==> config.mk <==
export PLATFORM = sky130hd
export DESIGN_NAME = sve_mul
export DESIGN_NICKNAME = d
export VERILOG_FILES = /design/src/hdl/sve_pkg.sv /design/src/hdl/sve_mul.sv
export SDC_FILE = /design/constraint.sdc
export NUM_CORES = 2
export LEC_CHECK = 0
export ABC_CLOCK_PERIOD_IN_PS = 7600
export BUFFER_PORTS_ARGS = -buffer_cell sky130_fd_sc_hd__buf_4
export CAP_MARGIN = 0
export CELL_PAD_IN_SITES_DETAIL_PLACEMENT = 2
export CELL_PAD_IN_SITES_GLOBAL_PLACEMENT = 2
export CORE_ASPECT_RATIO = 1.25
export CORE_MARGIN = 5
export CORE_UTILIZATION = 35
export CTS_CLUSTER_DIAMETER = 30
export DETAILED_ROUTE_END_ITERATION = 12
export GPL_TIMING_DRIVEN = 0
export PLACE_DENSITY = 0.72
export SLEW_MARGIN = 5
export SYNTH_ARGS = -nofsm -noshare
export SYNTH_HDL_FRONTEND = slang
export SYNTH_SLANG_ARGS = --single-unit
export TNS_END_PERCENT = 5
==> constraint.sdc <==
create_clock -name clk -period 7.6 [get_ports clk]
set_input_delay 0.76 -clock clk [delete_from_list [all_inputs] [get_ports clk]]
set_output_delay 0.76 -clock clk [all_outputs]
set_load 0.03 [all_outputs]
==> src/hdl/sve_pkg.sv <==
// sve_pkg: shared constants, sequencer states and status types for the
// sample variance engine; no dependencies, compiled first
package sve_pkg;

  localparam int MAX_SAMPLES = 4096;
  localparam int SAMPLE_BITS = 15;
  localparam int HEIGHT_BITS = 21;
  localparam int VAR_BITS    = 32;

  localparam int ADDR_W    = $clog2(MAX_SAMPLES);
  localparam int CNT_W     = $clog2(MAX_SAMPLES + 1);
  localparam int SUM_W     = SAMPLE_BITS + CNT_W;
  localparam int FRAC_BITS = 8;
  localparam int Q_SHIFT   = 2 * FRAC_BITS;
  localparam int MNUM_W    = SUM_W + FRAC_BITS + 1;
  localparam int MEAN_W    = SAMPLE_BITS + FRAC_BITS + 1;
  localparam int DEV_W     = MEAN_W + 1;

  localparam int MUL_W     = 32;
  localparam int ACC_W     = 2 * MUL_W;
  localparam int DIV_NUM_W = 64;
  localparam int DIV_CNT_W = $clog2(DIV_NUM_W);

  // 0.98^2 = 2401/2500
  localparam int SCALE_NUM = 2401;
  localparam int SCALE_DEN = 2500;
  localparam int SCALE_W   = $clog2(SCALE_DEN);
  localparam int DVS_W     = CNT_W + SCALE_W;

  typedef enum logic [3:0] {
    S_LOAD,
    S_DEN,
    S_MDIV_GO,
    S_MDIV_WAIT,
    S_PASS,
    S_SC_LO,
    S_SC_HI,
    S_SC_SUM,
    S_FDIV_GO,
    S_FDIV_WAIT,
    S_EMIT
  } sve_state_t;

  typedef struct packed {
    logic busy;
    logic done;
  } div_stat_t;

endpackage

==> src/hdl/sve_mul.sv <==
// sve_mul: shared unsigned multiplier with registered product
// depends on sve_pkg for MUL_W
module sve_mul import sve_pkg::*; (
  input  logic               clk,
  input  logic [MUL_W-1:0]   a,
  input  logic [MUL_W-1:0]   b,
  output logic [2*MUL_W-1:0] p_r
);

  always_ff @(posedge clk) begin
    p_r <= a * b;
  end

endmodule

Word-level counts from Yosys, hierarchy flattened
Index checks and enable logic that the tools add are counted.

Logic and storage cells: 2. Input port bits: 65. Bits in registers: 64. Output and inout bits: 64.

$mul: 1.

Operator list (number): multiplier 32 x 32 -> 64 bit (1).

Depth between registers and ports, before layout
Depth in word-level cells: 1. Mapped depth: 29. Depth with buffers taken out: 27.

Worst setup path before layout
Ideal clock, no wire load.

Path type: input to register. From: input a[25]. To: register p_r[62]. Arrival time: 7.441 ns. Buffers on the path: 2. Slack: 0.087 ns. Library setup time: 0.072 ns. Stages on the path: 25. Data required time: 7.528 ns. Path through: clkbuf_1 nand2_1 fa_1 inv_1 fa_1 inv_1 fa_1 inv_1 fa_1 fa_1 fa_1 fa_1 inv_1 fa_1 inv_1 ha_1 buf_2 nand4_1 or4_1 or3_1 a31oi_1 a31o_2 a211oi_1 o21ai_1 xor2_1.

Word-level cells in the longest chain between the ends: 1.

RTL lines: start: declaration (line sve_mul.sv:5) `input logic [MUL_W-1:0] a,`; multiplier 32 x 32 -> 64 bit (line sve_mul.sv:11) `p_r <= a * b;`; end signal: assignment (line sve_mul.sv:11); end: declaration (line sve_mul.sv:7) `output logic [2*MUL_W-1:0] p_r`.

No other way between the ends.

Worst setup path after layout
From: input a[0]. To: register p_r[62].

Same word-level chain as after synthesis.

==> results summary <==
The clock transition at the register clock pins on the worst setup and hold paths after CTS came out at 60 ps. The HPWL reported at the end of detailed placement is 133,000 um. TritonCTS built the clock tree. The total detailed-routing wirelength is 152,000 um.

The critical path is of the input pin to flop type. In this run, post-CTS hold repair placed 0 buffers. The share of post-route cells with drive strength above 1 came out at 0.108. The core box area came out at 0.0986 mm^2. The overall overflow remaining after global route came out at 0. The stage delay of the slowest cell on the critical path is 700 ps.

The highest attainable clock frequency is 126 MHz. The met1 usage is 0.303. The area occupied by registers came out at 0.00128 mm^2. The worst hold path belongs to the class input pin to flop.

In this run the number of H-tree levels came out at 3. The total number of vias is 27,238. Subtracting the final worst setup slack from the clock period gives 7950 ps. The most common cell after layout, fill and taps aside is sky130_fd_sc_hd__fa_1. The cell with the largest stage delay on the worst path is sky130_fd_sc_hd__clkbuf_1. The horizontal die dimension came out at 292 um.

The data arrival time at the worst-slack endpoint is 8250 ps. The type of element capturing the critical path is a flop. The net count after synthesis came out at 4,972. The post-placement setup slack came out at -2100 ps. The core occupancy in the finished layout came out at 0.395.

The critical path contains buffers and inverters numbering 7 combined. Setup repair after global routing could not meet its margin everywhere. The run finished, with violations left. The library cells used most frequently in the layout, excluding fill and tap cells, are sky130_fd_sc_hd__fa_1 (873), sky130_fd_sc_hd__inv_1 (863), sky130_fd_sc_hd__and2_1 (602). The fraction of synthesis flops using an asynchronous set or reset pin came out at 0. The number of distinct standard cells referenced by the synthesized netlist is 57. STA classifies the critical path startpoint as an input pin. Dividing the final minimum period by the clock period gives 1.05. The first detailed-routing pass ran for 5 iterations. The y dimension of the die is 362 um. The largest registers in the layout are p_r: 64 flops. The sequential share of the synthesized area is 0.0369. For this configuration, the core starts out at a cell density of 0.352.

Routability-driven placement finished with a final weighted congestion of 0.990. After the last flow step, the layout net total stands at 5,119. The average size of a mapped cell came out at 9.25 um^2. The number of max-cap violations came out at 0.

At the worst endpoint, the required time is 7900 ps. The max-slew headroom at the worst pin came out at 0.237. At the pin with the least slew margin, the transition time is 1140 ps.

The count of unresolved DRC violations after routing came out at 0. The peak fanout along the critical path came out at 10. The wire length of the first global-routing pass is 220,000 um. The pin count of the biggest net entering global routing is 13. The root buffer cell is sky130_fd_sc_hd__clkbuf_16. The final reports fail on setup timing. The floorplan step defined a die boundary enclosing 0.106 mm^2.

The met3 layer usage reported by global route is 0.0354. The yosys synthesis warning count is 0. The register with the most flip-flops in the layout has 64 of them. The global routing stage identified its most utilized layer as met2. In the final routed layout, each cell accounts on average for 29.2 um. The met2 track demand over resource in global routing came out at 0.524. The detailed router's first-iteration violation count is 1,249. The clock sink count is 64. The setup TNS is -2410 ps. The number of standard cells after synthesis came out at 3,748. Counting flops and latches in the post-synthesis netlist gives 64. The final worst slack is -348 ps.

The number of rows created at floorplan came out at 129. Grouping stages by cell kind, the critical path spends the most delay in adder cells. The cell that appears most often on the critical path is sky130_fd_sc_hd__fa_1. The total count of hold-check failures in the final report is 0. The count of boundary I/O pins is 129. The total track usage is 0.289. Yosys mapped a number of flops with a built-in enable equal to 0. Compared with the post-synthesis result, the final layout area differs by 12.3%. The count of nets left with antenna violations once routing finished came out at 0. Setup violations remaining at the end of the flow were counted as 17. The register name with the most flops is p_r. The max-slew violation total from the final report is 0. The vias per cell came out at 5.22. The number of fill cells is 10,780. The cell area after technology mapping came out at 0.0347 mm^2. The initial antenna violation count came out at 13.

The via count of the first global-routing pass came out at 32,862. The buffer levels on the longest clock path is 2. In the synthesized netlist the dominant register cell turns out to be sky130_fd_sc_hd__dfxtp_1.

The area occupied by multi-input gates is 0.0296 mm^2. Buffers inserted during clock tree synthesis total 9. The worst hold slack across all endpoints came out at 679 ps. The number of buffer cells added on primary ports is 128.
==> cell families after synthesis <==
group | synth area share
buf+inv | 0.118
simple gates | 0.176
flops | 0.0369
fa+ha+maj | 0.612
mux | 0.000289
xor+xnor | 0.0152
compound gates | 0.0415
==> stage by stage <==
step                instance area [um^2]  instances
floorplan                          34700       3748
global placement                   37300       5186
detailed placement                 37300       5186
CTS                                38800       5208
global route                       38900       5210
finish                             39000       5221
==> timing repair <==
action	4_1_cts	5_1_grt
pin swaps	15	3
setup endpoints to repair	40	24
setup buffers	8	2
gates resized for setup	422	53
cloned	0	0
==> cell type report <==
cell class,count,share of cell area
clock inverter,6,0.00295
buffer,218,0.0455
timing repair buffer,138,0.0270
antenna,11,0.000707
multi-input combinational,2599,0.759
clock buffer,10,0.00613
inverter,865,0.0833
tap,1310,0.0421
sequential,64,0.0329
==> path summary, 6_finish.rpt <==
check	slack (ps)	from	cells after the start	end
worst max-delay path	-350	a[0]	25	p_r[62]
worst min-delay path	680	b[0]	2	p_r[0]
==> Yosys cell counts (all sizes together) (4+ instances only) <==
cell | count | share of area
dfxtp | 64 | 0.037
fa | 896 | 0.52
nand3 | 10 | 0.0014
a221o | 4 | 0.0012
nor3 | 7 | 0.0010
inv | 865 | 0.094
o21a | 9 | 0.0019
xor2 | 25 | 0.0063
and2 | 602 | 0.11
nor2 | 20 | 0.0022
ha | 263 | 0.095
o31ai | 5 | 0.0023
o21bai | 11 | 0.0025
o21ai | 26 | 0.0038
and3 | 14 | 0.0025
nand4 | 23 | 0.0041
a21oi | 66 | 0.0099
buf | 7 | 0.00097
a21o | 40 | 0.0087
a221oi | 4 | 0.0025
a31oi | 12 | 0.0022
nand2 | 480 | 0.052
clkbuf | 213 | 0.023
xnor2 | 35 | 0.0088
==> layer usage <==
layer | vias up | part of all wire
met5 | - | 0
met4 | 0 | 0.10
met3 | 446 | 0.041
met2 | 876 | 0.51
met1 | 14739 | 0.34
li1 | 11177 | -
Power is left out: the tool's default activity adds up to more than one toggle a clock period on the data nets, which glitch-free logic cannot reach.
