===== src/hdl/sve_pkg.sv =====
// sve_pkg: shared constants, sequencer states and status types for the
// sample variance engine; no dependencies, compiled first
package sve_pkg;

  localparam int MAX_SAMPLES = 4096;
  localparam int SAMPLE_BITS = 15;
  localparam int HEIGHT_BITS = 21;
  localparam int VAR_BITS    = 32;

  localparam int ADDR_W    = $clog2(MAX_SAMPLES);
  localparam int CNT_W     = $clog2(MAX_SAMPLES + 1);
  localparam int SUM_W     = SAMPLE_BITS + CNT_W;
  localparam int FRAC_BITS = 8;
  localparam int Q_SHIFT   = 2 * FRAC_BITS;
  localparam int MNUM_W    = SUM_W + FRAC_BITS + 1;
  localparam int MEAN_W    = SAMPLE_BITS + FRAC_BITS + 1;
  localparam int DEV_W     = MEAN_W + 1;

  localparam int MUL_W     = 32;
  localparam int ACC_W     = 2 * MUL_W;
  localparam int DIV_NUM_W = 64;
  localparam int DIV_CNT_W = $clog2(DIV_NUM_W);

  // 0.98^2 = 2401/2500
  localparam int SCALE_NUM = 2401;
  localparam int SCALE_DEN = 2500;
  localparam int SCALE_W   = $clog2(SCALE_DEN);
  localparam int DVS_W     = CNT_W + SCALE_W;

  typedef enum logic [3:0] {
    S_LOAD,
    S_DEN,
    S_MDIV_GO,
    S_MDIV_WAIT,
    S_PASS,
    S_SC_LO,
    S_SC_HI,
    S_SC_SUM,
    S_FDIV_GO,
    S_FDIV_WAIT,
    S_EMIT
  } sve_state_t;

  typedef struct packed {
    logic busy;
    logic done;
  } div_stat_t;

endpackage


===== src/hdl/sve_div.sv =====
// sve_div: restoring divider, one quotient bit per cycle
// depends on sve_pkg for widths and div_stat_t
module sve_div import sve_pkg::*; (
  input  logic                 clk,
  input  logic                 rst_n,
  input  logic                 start,
  input  logic [DIV_NUM_W-1:0] num,
  input  logic [DVS_W-1:0]     den,
  output div_stat_t            stat,
  output logic [DIV_NUM_W-1:0] quo,
  output logic [DVS_W-1:0]     rem
);

  localparam logic [DIV_CNT_W-1:0] DIV_LAST = DIV_CNT_W'(DIV_NUM_W - 1);

  logic [DIV_NUM_W-1:0] quo_r;
  logic [DVS_W-1:0]     rem_r;
  logic [DVS_W-1:0]     den_r;
  logic [DIV_CNT_W-1:0] cnt_r;
  logic                 busy_r;
  logic                 done_r;

  logic [DVS_W:0]   trial;
  logic [DVS_W:0]   diff;
  logic             ge;
  logic [DVS_W-1:0] rem_step;

  always_comb begin
    trial    = {rem_r, quo_r[DIV_NUM_W-1]};
    diff     = trial - {1'b0, den_r};
    ge       = trial >= {1'b0, den_r};
    rem_step = ge ? diff[DVS_W-1:0] : trial[DVS_W-1:0];
  end

  always_ff @(posedge clk) begin
    if (!rst_n) begin
      busy_r <= 1'b0;
      done_r <= 1'b0;
      cnt_r  <= '0;
    end else begin
      done_r <= 1'b0;
      if (start) begin
        busy_r <= 1'b1;
        cnt_r  <= '0;
      end else if (busy_r) begin
        cnt_r <= cnt_r + 1'b1;
        if (cnt_r == DIV_LAST) begin
          busy_r <= 1'b0;
          done_r <= 1'b1;
        end
      end
    end
  end

  always_ff @(posedge clk) begin
    if (start) begin
      quo_r <= num;
      rem_r <= '0;
      den_r <= den;
    end else if (busy_r) begin
      quo_r <= {quo_r[DIV_NUM_W-2:0], ge};
      rem_r <= rem_step;
    end
  end

  assign stat.busy = busy_r;
  assign stat.done = done_r;
  assign quo       = quo_r;
  assign rem       = rem_r;

endmodule


===== config.mk =====
export PLATFORM = sky130hd
export DESIGN_NAME = sve_div
export DESIGN_NICKNAME = d
export VERILOG_FILES = /design/src/hdl/sve_pkg.sv /design/src/hdl/sve_div.sv
export SDC_FILE = /design/constraint.sdc
export NUM_CORES = 1
export LEC_CHECK = 0
export BUFFER_PORTS_ARGS = -buffer_cell sky130_fd_sc_hd__buf_2
export CORE_MARGIN = 2
export CORE_UTILIZATION = 53
export DETAILED_ROUTE_END_ITERATION = 7
export PLACE_DENSITY = 0.81
export REMOVE_ABC_BUFFERS = 1
export SETUP_SLACK_MARGIN = 0.02
export SYNTH_ARGS = -nofsm -noshare
export SYNTH_HDL_FRONTEND = slang
export SYNTH_SLANG_ARGS = --single-unit

===== constraint.sdc =====
create_clock -name clk -period 4 [get_ports clk]
set_input_delay 1.2 -clock clk [delete_from_list [all_inputs] [get_ports clk]]
set_output_delay 1.2 -clock clk [all_outputs]
set_load 0.02 [all_outputs]

# After elaboration in Yosys (flattened, before gate mapping)

Index checks and enable logic that the tools add are counted.

Reduce and logical (&&, ||, !) cells: 3
Bitwise operators: 2
Magnitude comparators: 1
$add $sub $neg: 2
Eq/ne operators: 1
Multiplexer cells: 7

Operators by type and width:

| operator            | count |
|---|---|
| $mux 64             | 2 |
| $ge 26x25->1        | 1 |
| $mux 25             | 1 |
| $sub 25x25->25      | 1 |
| $add 6x1->6 const B | 1 |
| $eq 6x6->1 const B  | 1 |
| $mux 1              | 4 |
| $reduce_or 3->1     | 1 |
| $not 1->1           | 2 |
| $reduce_bool 2->1   | 1 |
| $reduce_or 2->1     | 1 |

Bits in registers: 122
Bits of input ports: 92

# Longest topological paths before layout

Depth in word-level cells: 4
Gate-level depth with buffers: 13
Gate-level depth less buffers: 12

# Least setup slack after synthesis

OpenSTA, ideal clock, no wires.

Kind: input to register
Start point: input port start
End point: register quo_r[0] (netlist: quo[0]), enable pin
Setup slack: 441 ps
Buffers on the path: 2
Stages: 4
Data required time: 3582 ps
Arrival: 3141 ps
Setup time: 418 ps
Cells stage by stage: clkbuf_1 > clkbuf_1 > nor2_1 > inv_1

Word-level cells in the longest chain between the ends: 1

RTL lines:

| what                               | RTL line      | source |
|---|---|---|
| start: declaration                 | sve_div.sv:6  | `input logic start,` |
| $reduce_bool 2->1 (no source line) | --            |  |
| end signal: assignment             | sve_div.sv:57 | `quo_r <= num;` |
| end signal: assignment             | sve_div.sv:61 | `quo_r <= {quo_r[DIV_NUM_W-2:0], ge};` |
| end: declaration                   | sve_div.sv:16 | `logic [DIV_NUM_W-1:0] quo_r;` |

No other way between the ends.
A chain may end at the register's enable or synchronous reset.

# Worst setup path after layout

Start point: register quo_r[63] (netlist: quo[63])
End point: register rem_r[11] (netlist: rem[11])

Word-level cells in the longest chain between the ends: 2
Elaborated cells between the ends (all ways): 3

RTL lines:

| what                                                  | RTL line                     | source |
|---|---|---|
| $sub 25x25->25 / $ge 26x25->1 (equally long branches) | sve_div.sv:30, sve_div.sv:31 |  |
| $mux 25 *                                             | sve_div.sv:32                | `rem_step = ge ? diff[DVS_W-1:0] : trial[DVS_W-1:0];` |
| end signal: assignment                                | sve_div.sv:62                | `rem_r <= rem_step;` |
| end: declaration                                      | sve_div.sv:17                | `logic [DVS_W-1:0] rem_r;` |

Every way passes the cells marked *; elsewhere a longest branch is shown, timed or not.

==> metrics.txt <==
# TYPE chip_impl_metric gauge
chip_impl_metric{name="number_of_violations_reported_at_the_end_of_detailed_routing_iteration_0",unit=""} 245
chip_impl_info{name="prevailing_post_synth_register_cell",value="sky130_fd_sc_hd__edfxtp_1"} 1
chip_impl_metric{name="synthesis.yosys.warnings",unit=""} 0
chip_impl_metric{name="r2r_slack",unit="ns"} 0.84
chip_impl_metric{name="fin_util",unit="%"} 67.7
chip_impl_metric{name="die_outline_area",unit="mm^2"} 0.0129
chip_impl_info{name="slowest_library_cell_on_the_worst_path",value="sky130_fd_sc_hd__o31ai_4"} 1
chip_impl_metric{name="grt_pass1_wl",unit="um"} 23800
chip_impl_metric{name="drt-total-wl",unit="um"} 15100
chip_impl_info{name="timing.critical_path.from",value="quo[63]"} 1
chip_impl_metric{name="drtPass1Iterations",unit=""} 4
chip_impl_info{name="synth_top_family_by_area",value="multiplexers"} 1
chip_impl_metric{name="cts_inserted_buffers",unit=""} 17
chip_impl_info{name="worstHoldPathType",value="reg2reg"} 1
chip_impl_metric{name="setup_viol",unit=""} 0
chip_impl_metric{name="grt_use_total",unit="%"} 23.9
chip_impl_metric{name="synth_area",unit="mm^2"} 0.00637
chip_impl_info{name="run_status",value="finished clean"} 1
chip_impl_metric{name="arithmetic_cell_share_of_the_synthesized_area_counting_full_adders_half_adders_and_majority_gates",unit="%"} 5.42
chip_impl_metric{name="ir_drop",unit="mV"} 0.356
chip_impl_info{name="crit_path_end",value="rem[11]"} 1
chip_impl_info{name="post-synth-top-count-cell",value="sky130_fd_sc_hd__edfxtp_1"} 1
chip_impl_metric{name="ratio_of_final_minimum_period_to_clock_period",unit="%"} 78.9
chip_impl_metric{name="overall_via_count_from_detail_route",unit=""} 4883
chip_impl_metric{name="cts_hold_buffers",unit=""} 0
chip_impl_metric{name="die_w",unit="um"} 114
chip_impl_metric{name="synth_compound_gate_area_share",unit="%"} 12.6
chip_impl_info{name="tritoncts",value="yes"} 1
chip_impl_metric{name="drive_above_1_share",unit="%"} 40.2
chip_impl_info{name="setup_repair_after_global_routing_missed_its_margin",value="false"} 1
chip_impl_metric{name="required",unit="ns"} 4.33
chip_impl_metric{name="maxCapViolations",unit=""} 0
chip_impl_metric{name="globalRouteOverflowTotal",unit=""} 0
chip_impl_metric{name="final_design_area_no_fill",unit="mm^2"} 0.00803
chip_impl_metric{name="fraction_of_synthesized_area_in_multiplexers",unit="%"} 15.2
chip_impl_metric{name="leakagePower",unit="nW"} 3.48
chip_impl_metric{name="drt.antenna.violating_nets",unit=""} 0
chip_impl_metric{name="timing.final.hold_violations",unit=""} 0
chip_impl_metric{name="clk_transition_reported_paths",unit="ns"} 0.05
chip_impl_info{name="crit_chain",value="inv_1, ha_1, inv_1, fa_1, a21oi_2, o211ai_2, a21oi_2, o31ai_4, a21boi_2, o31ai_4, buf_4, o311ai_1, a311oi_2"} 1
chip_impl_metric{name="wire_per_inst",unit="um"} 17.2
chip_impl_metric{name="area_post_placement",unit="mm^2"} 0.00741
chip_impl_metric{name="clock_sinks",unit=""} 122
chip_impl_metric{name="finalWeightedCongestion",unit=""} 0.882
chip_impl_metric{name="whs_path_depth",unit=""} 2
chip_impl_metric{name="relative_slew_slack",unit="%"} 49.6
chip_impl_metric{name="layoutNonFillerInstCount",unit=""} 876
chip_impl_metric{name="synth-edff-count",unit=""} 89
chip_impl_metric{name="power_density",unit="mW/mm^2"} 502
chip_impl_metric{name="finalNetCount",unit=""} 834
chip_impl_metric{name="via_per_inst",unit=""} 5.57
chip_impl_metric{name="grt_antenna_before_repair",unit=""} 0
chip_impl_info{name="ff_to_ff_end",value="rem[11]"} 1
chip_impl_info{name="setup.worst_path.end_class",value="register"} 1
chip_impl_metric{name="synth_largest_type_area_fraction",unit="%"} 42.0
chip_impl_metric{name="report.final.slew_viol_count",unit=""} 0
chip_impl_info{name="reg2reg_from",value="quo[63]"} 1
chip_impl_metric{name="dp_hpwl",unit="um"} 10900
chip_impl_metric{name="drc",unit=""} 0
chip_impl_metric{name="synth_simple_gate_area_share",unit="%"} 8.25
chip_impl_metric{name="synth_cell_type_count",unit=""} 61
chip_impl_metric{name="ctsLongestPathBuffers",unit=""} 2
chip_impl_metric{name="async_flop_share",unit="%"} 0
chip_impl_metric{name="synth-xor-area-share",unit="%"} 2.61
chip_impl_metric{name="resized_after_cts",unit=""} 0
chip_impl_metric{name="area_delta_synth_final",unit="%"} 26.1
chip_impl_info{name="ys_top_cells_by_count",value="89 x sky130_fd_sc_hd__edfxtp_1, 66 x sky130_fd_sc_hd__mux2_2, 45 x sky130_fd_sc_hd__nor2_1"} 1
chip_impl_metric{name="grt_pass1_vias",unit=""} 4944
chip_impl_info{name="most_area_consuming_cells_after_synthesis",value="sky130_fd_sc_hd__edfxtp_1 42%, sky130_fd_sc_hd__mux2_2 12%, sky130_fd_sc_hd__dfxtp_1 10%"} 1
chip_impl_metric{name="rows",unit=""} 40
chip_impl_metric{name="dieHeight",unit="um"} 114
chip_impl_metric{name="post-route-min-period",unit="ns"} 3.16
chip_impl_info{name="clock_tree.root_cell",value="sky130_fd_sc_hd__clkbuf_16"} 1
chip_impl_metric{name="grt_start_max_net_pins",unit=""} 115
chip_impl_metric{name="max_freq",unit="MHz"} 317
chip_impl_metric{name="worst_pin_slew",unit="ns"} 0.755
chip_impl_metric{name="synth.yosys.seq_area_share",unit="%"} 52.4
chip_impl_metric{name="ctsHtreeMaxLevel",unit=""} 4
chip_impl_info{name="setup.worst_path.start_class",value="register"} 1
chip_impl_metric{name="placed_cells_incl_taps",unit=""} 843
chip_impl_info{name="timing_worst_setup_path_type",value="reg2reg"} 1
chip_impl_metric{name="critical_path.max_stage_delay",unit="ns"} 0.55
chip_impl_metric{name="critical_path.max_fanout",unit=""} 14
chip_impl_metric{name="worst_ep_arrival_time",unit="ns"} 3.48
chip_impl_metric{name="num_ports",unit=""} 183
chip_impl_metric{name="synth-seq-cells",unit=""} 122
chip_impl_metric{name="tns",unit="ns"} 0
chip_impl_metric{name="syn_inst",unit=""} 531
chip_impl_metric{name="initial_utilization",unit="%"} 53.7
chip_impl_metric{name="cts_post_setup_buffers_inserted",unit=""} 0
chip_impl_metric{name="worst_skew_pair.late_latency",unit="ns"} 0.42
chip_impl_metric{name="final.hold.worst_slack",unit="ns"} 0.497
chip_impl_metric{name="reg2reg_depth",unit=""} 13
chip_impl_metric{name="core-area",unit="mm^2"} 0.0119
chip_impl_metric{name="clock-skew-final",unit="ns"} 0.00927
chip_impl_info{name="yosysTopAreaCell",value="sky130_fd_sc_hd__edfxtp_1"} 1
chip_impl_metric{name="synth_area_per_cell",unit="um^2"} 12.0
chip_impl_metric{name="buffer_ports.inserted",unit=""} 182
placed cells by master, fill, tap and decap left out, drive strengths merged, types with 2 or more instances in the layout:
master / count
buf: 186
edfxtp: 89
mux2: 67
nor2: 45
inv: 34
dfxtp: 33
nand2: 28
ha: 26
a21oi: 23
mux2i: 21
a211oi: 20
clkbuf: 20
xnor2: 12
o21ai: 12
a21o: 11
nand2b: 9
xor2: 7
o211ai: 7
o21a: 6
nand3: 5
o21bai: 4
nand4: 4
a31oi: 4
bufinv: 4
a311oi: 4
clkinv: 4
nor3: 3
nor4: 3
nand3b: 3
nor2b: 3
or3: 3
clkinvlp: 3
o31ai: 3
a21boi: 3
o41a: 2
nor3b: 2
and3: 2
o31a: 2
worst max-delay path: cells and delay by family, from the launching register on:
family                     cells  cell delay [ns]
buffers and inverters          3             0.51
DFF                            1             0.33
AOI/OAI and AO/OA              8             1.80
adders and majority gates      2             0.41
through the flow:
stage                     power (W)  setup WS, ns
after floorplan             0.00217         0.742
after CTS                   0.00405         0.859
final                       0.00402         0.845
after global routing        0.00419         0.581
after global placement      0.00242         0.991
after detailed placement    0.00245         0.871
layer usage:
| layer | wire length, um | track usage [%] | part of all wire [%] |
|---|---|---|---|
| met5 | 0 | 0 | 0 |
| met1 | 6080 | 27.2 | 40 |
| met2 | 7610 | 41.3 | 50 |
| met3 | 1180 | 8.77 | 7.8 |
| met4 | 216 | 9.11 | 1.4 |
sequential cells by signal, indices dropped and copies added, names as in the netlist:
| signal | count |
|---|---|
| cnt_r | 6 |
| den_r | 25 |
| rem | 25 |
| busy_r | 1 |
| done_r | 1 |
| quo | 64 |
worst min path at each step:
stage                        start  endpoint  slack [ns]
final                     cnt_r[5]  cnt_r[5]        0.50
after global routing      cnt_r[5]  cnt_r[5]        0.53
after detailed placement  cnt_r[5]  cnt_r[5]        0.49
after floorplan           cnt_r[5]  cnt_r[5]        0.45
after global placement    cnt_r[5]  cnt_r[5]        0.46
after CTS                 cnt_r[5]  cnt_r[5]        0.50
cell type report:
type                       instances  area [um^2]
tap                              147          184
clock buffer                      20          437
sequential                       122         3330
multi-input combinational        355         2800
timing repair buffer             186          968
clock inverter                    12          173
antenna                            1         2.50
fill                             886         3840
inverter                          33          124
power breakdown:
| part | total [W] | switching, W | internal (W) |
|---|---|---|---|
| sequential | 0.00157 | 0.0000736 | 0.00150 |
| combinational | 0.000861 | 0.000503 | 0.000358 |
| clock | 0.00159 | 0.000554 | 0.00104 |
| total | 0.00402 | 0.00113 | 0.00289 |
cells by family after synthesis:
| family | after synthesis |
|---|---|
| xor gates and xnor gates | 19 |
| buffers and inverters | 54 |
| muxes | 88 |
| AOI/OAI and AO/OA | 108 |
| adders and majority gates | 27 |
| DFF | 122 |
| and+or+nand+nor | 113 |
Power figures use the tool's default switching activity.
